==> src/rtl/matrix_vector_multiply_assert.svh <==
// assertion macros for the matrix-vector multiply block
// expects clk and rst in the scope of each use
`ifndef MATRIX_VECTOR_MULTIPLY_ASSERT_SVH
`define MATRIX_VECTOR_MULTIPLY_ASSERT_SVH

// consequent in the cycle after the antecedent
`define MVM_ASSERT_NEXT(lbl, ante, cons, msg) \
  lbl: assert property (@(posedge clk) disable iff (rst) (ante) |=> (cons)) \
    else $error(msg);

// consequent in the same cycle as the antecedent
`define MVM_ASSERT_SAME(lbl, ante, cons, msg) \
  lbl: assert property (@(posedge clk) disable iff (rst) (ante) |-> (cons)) \
    else $error(msg);

`endif

==> src/rtl/mvm_pkg.sv <==
// types and constants for the matrix-vector multiply block
// no dependencies
`timescale 1ns / 1ps

package mvm_pkg;

  localparam int VALUE_W    = 32;
  localparam int SUM_W      = 64;
  localparam int ROW_IDX_W  = 10;
  localparam int ROWS_W     = 11;
  localparam int COLS_W     = 7;
  localparam int CFG_IDX_W  = 1;
  localparam int CFG_DATA_W = 11;

  localparam logic [CFG_IDX_W-1:0] CFG_ROWS = 1'b0;
  localparam logic [CFG_IDX_W-1:0] CFG_COLS = 1'b1;

  localparam logic OP_LOAD_X   = 1'b0;
  localparam logic OP_MATRIX   = 1'b1;

  typedef struct packed {
    logic                      op;
    logic signed [VALUE_W-1:0] value;
  } in_item_t;

  typedef struct packed {
    logic signed [SUM_W-1:0] row_sum;
    logic [ROW_IDX_W-1:0]    row_index;
    logic                    last_row;
  } out_item_t;

endpackage

==> src/rtl/mvm_vector_store.sv <==
// storage for the x vector: one write port, one registered read port
// depends on mvm_pkg for the element width
`timescale 1ns / 1ps

module mvm_vector_store #(
  parameter int DEPTH = 64,
  parameter int AW    = 6
) (
  input  logic                              clk,
  input  logic                              wr_en,
  input  logic [AW-1:0]                     wr_addr,
  input  logic [mvm_pkg::VALUE_W-1:0]       wr_data,
  input  logic                              rd_en,
  input  logic [AW-1:0]                     rd_addr,
  output logic [mvm_pkg::VALUE_W-1:0]       rd_data
);

  logic [mvm_pkg::VALUE_W-1:0] mem [DEPTH];

  always_ff @(posedge clk) begin
    if (wr_en) begin
      mem[wr_addr] <= wr_data;
    end
  end

  always_ff @(posedge clk) begin
    if (rd_en) begin
      rd_data <= mem[rd_addr];
    end
  end

endmodule

==> config.mk <==
export PLATFORM = sky130hd
export DESIGN_NAME = mvm_vector_store
export DESIGN_NICKNAME = d
export VERILOG_FILES = /design/src/rtl/matrix_vector_multiply_assert.svh /design/src/rtl/mvm_pkg.sv /design/src/rtl/mvm_vector_store.sv
export SDC_FILE = /design/constraint.sdc
export NUM_CORES = 2
export LEC_CHECK = 0
export ABC_CLOCK_PERIOD_IN_PS = 5000
export BUFFER_PORTS_ARGS = -buffer_cell sky130_fd_sc_hd__buf_2
export CORE_MARGIN = 5
export CORE_UTILIZATION = 25
export CTS_BUF_LIST = sky130_fd_sc_hd__clkbuf_4 sky130_fd_sc_hd__clkbuf_8
export DETAILED_ROUTE_END_ITERATION = 10
export GPL_ROUTABILITY_DRIVEN = 0
export SLEW_MARGIN = 15
export SYNTH_ARGS = -nofsm -noshare
export SYNTH_HDL_FRONTEND = slang
export SYNTH_SLANG_ARGS = --single-unit
==> constraint.sdc <==
create_clock -name clk -period 5 [get_ports clk]
set_input_delay 0.5 -clock clk [delete_from_list [all_inputs] [get_ports clk]]
set_output_delay 0.5 -clock clk [all_outputs]
set_load 0.01 [all_outputs]
==> key figures <==
Logic synthesis
  – Top FF cell, synth: edfxtp_1
  – Post-synthesis simple-gate area fraction: 1.26%
  – FF+latch count, synth: 2080
  – Area leader, netlist: edfxtp_1
  – Synth top area cells: edfxtp_1 (79%), mux4_2 (16%), mux2i_1 (1.2%)
  – Fraction of registers with async set/reset: 0%
  – Adder-cell share of the synthesized area: 0%
  – Synth Area in Compound Gates: 1.67%
  – Mapped Area: 0.0788 sq mm
  – Synth top cells by count: edfxtp_1 (2080), mux4_2 (544), nor2_1 (137), mux2i_1 (93), o22ai_1 (84)
  – Register area share after synthesis: 79.2%
  – Post-Synth XOR/XNOR Area: 0%
  – Post-synthesis mux area share: 16.7%
  – Syn Inst Count: 3324
  – Syn Area/Cell: 23.7 sq um
  – Top-count cell post-synth: edfxtp_1
  – Synth warn: 0
  – Post-synth EDFFs: 2080
  – Top cell type's share of synthesized area: 79.2%
  – Largest family of logic cells by synthesized area: multiplexers
  – Synthesized Nets: 3371
  – Yosys cell types: 33

Global route
  – Pin count of the biggest net entering global routing: 81
  – Vias in the first global route: 39600
  – Initial antenna violation count: 36
  – Total track usage: 13.0%
  – Total grt overflow: 0
  – First-pass GRT wire length: 305000 um

Clock tree
  – Reg clk slew, reported paths: 0.06 ns
  – Clk buf depth: 4
  – Setup Fix Bufs, Post-CTS: 0
  – Clock H-tree levels: 5
  – Clock root cell: clkbuf_8
  – Clock Latency Late Sink: 1.04 ns
  – Post-CTS Resized: 0
  – CTS Sinks: 2080
  – CTS tree: built
  – TritonCTS buffer count: 353

STA
  – Setup violators final: 0
  – Final Hold Vio Count: 0
  – Post-layout minimum cycle time: 2.91 ns
  – Min Hold Slack: 0.0431 ns
  – Final setup margin: 2.09 ns
  – Setup tns final: 0 ns
  – Worst slew pin tran: 1.26 ns
  – Tcrit/Tclk final: 58.2%
  – Max transition margin: 16.1%
  – Unrepaired setup endpoints after global routing: false
  – Max Clk Rate: 344 MHz
  – Skew final: 0.0614 ns
  – Final Max Slew Viols: 0

Route
  – Wire per inst: 26.5 um
  – Avg Vias per Cell: 4.69
  – Drc violations: 0
  – DR iter-0 viols: 4584
  – Drt first pass iters: 6
  – Routed WL: 217000 um
  – ANT nets after route: 0
  – Routed via count: 38400

Power and ir drop
  – Leakage power: 28.2 nW
  – Peak VDD IR: 0.314 mV
  – PD cells: 384 mW/mm^2

Critical path
  – Kind of critical path: in2reg
  – R2R Path Start: mem[47][11]$_DFFE_PP_
  – Critical path peak fanout: 80
  – Arrival time worst endpoint: 3.63 ns
  – Worst Setup SP: rd_addr[1]
  – Worst path required time: 5.72 ns
  – Startpoint types: input pin
  – Critical Path Sink Type: flip-flop

Placed design
  – Port Buffers: 78
  – Place WS: 1.12 ns
  – Dpl hpwl: 125000 um

Final layout
  – Final #Nets: 3812
  – Filler cells: 30400
  – Share of cells above drive strength 1: 34.7%
  – Synthesis-to-finish area growth: 17.1%

Floorplan
  – Die area: 0.327 sq mm
  – Core Area: 0.314 sq mm
  – Initial Util: 25.1%
  – Row Count: 206
  – Die width: 572 um
  – IO Count: 79
  – DIE HEIGHT: 572 um

Job
  – Max_cap viols: 0

Worst hold path
  – Hold Crit Start: wr_data[4]
  – Worst min path class: in2reg

Status
  – Run status: complete, no violations
-- final timing paths --
path / to / depth (start not counted) / slack, ns
max reg2reg: rd_data[11]$_DFFE_PP_ / 5 / 2.41
max: rd_data[2]$_DFFE_PP_ / 6 / 2.09
min: mem[13][4]$_DFFE_PP_ / 1 / 0.04
min reg2reg: rd_data[17]$_DFFE_PP_ / 4 / 0.87
-- state kept, by name, indices dropped and copies added, names as in the netlist --
name and flops:
rd_data 32, mem 2048
-- what timing repair did --
item	4_1_cts	5_1_grt
endpoints found under the setup margin	0	0
endpoints found under the hold margin	1	17
hold buffers	1	1
-- area by class of cell --
cell class / instances / area (sq um) / area share, %
antenna: 15 / 37.5 / 0.0407
clock buffer: 482 / 5870 / 6.36
clock inverter: 113 / 522 / 0.565
multi-input combinational: 1062 / 16000 / 17.3
sequential: 2080 / 62500 / 67.7
tap: 4160 / 5200 / 5.64
timing repair buffer: 268 / 2220 / 2.40
-- critical path: stages --
cell and delay [ns]:
buf_8 0.56, buf_4 0.63, mux4_2 0.43, mux4_2 0.54, o22ai_1 0.66, nor2_1 0.10
-- kinds of logic (layout without fill, tap and decap cells) --
| family | after synthesis | after routing |
|---|---|---|
| AOI/OAI and AO/OA | 202 | 202 |
| other | 0 | 15 |
| buffers and inverters | 182 | 863 |
| muxes | 637 | 637 |
| DFF | 2080 | 2080 |
| and+or+nand+nor | 223 | 223 |
-- power breakdown --
group | total (mW) | internal (mW) | switching (mW)
clock network | 14.2 | 7.63 | 6.56
registers | 19.4 | 19.4 | 0.0702
logic | 1.84 | 0.664 | 1.18
-- stage by stage --
step	cell area [sq um]	cells	power (mW)	util (%)
6_report	92300	8180	35.5	29.3
5_1_grt	92300	8175	36.7	29.3
4_1_cts	92200	8163	35.7	29.3
3_5_place_dp	85800	7567	21.7	27.3
3_3_place_gp	85800	7567	21.6	27.3
2_1_floorplan	78800	3324	20.7	-
-- placed cells by master (no fill, tap or decap), types with 3 or more instances in the layout --
| cell type | netlist | routed |
|---|---|---|
| mux2i_1 | 93 | 93 |
| diode_2 | 0 | 15 |
| o22ai_1 | 84 | 84 |
| nand2_1 | 26 | 26 |
| buf_2 | 57 | 70 |
| buf_4 | 25 | 164 |
| nor2_4 | 0 | 62 |
| clkinvlp_4 | 0 | 3 |
| nor3_1 | 7 | 5 |
| clkinv_2 | 0 | 23 |
| nor2_1 | 137 | 75 |
| nand3b_1 | 5 | 5 |
| edfxtp_1 | 2080 | 2080 |
| mux4_2 | 544 | 544 |
| nand2b_1 | 8 | 7 |
| a22oi_1 | 12 | 12 |
| nand3_1 | 5 | 5 |
| a41o_1 | 4 | 4 |
| o221ai_1 | 27 | 27 |
| buf_12 | 0 | 28 |
| clkinv_1 | 0 | 84 |
| and3_1 | 4 | 4 |
| nor2b_1 | 15 | 15 |
| clkbuf_8 | 0 | 360 |
| clkbuf_4 | 0 | 122 |
| o32ai_1 | 4 | 4 |
| buf_8 | 0 | 3 |
| a21oi_1 | 62 | 62 |
| or3b_2 | 3 | 3 |
| a311oi_1 | 8 | 8 |
| or3_1 | 3 | 3 |
-- metal layers --
metal,vias up,global-route usage (%),wire [um]
met5,-,0,103
met4,16,4.19,6430
met3,389,3.19,18900
met2,1951,21.5,107000
met1,20700,16.9,84900
li1,15300,-,-
Power figures use the tool's default switching activity.
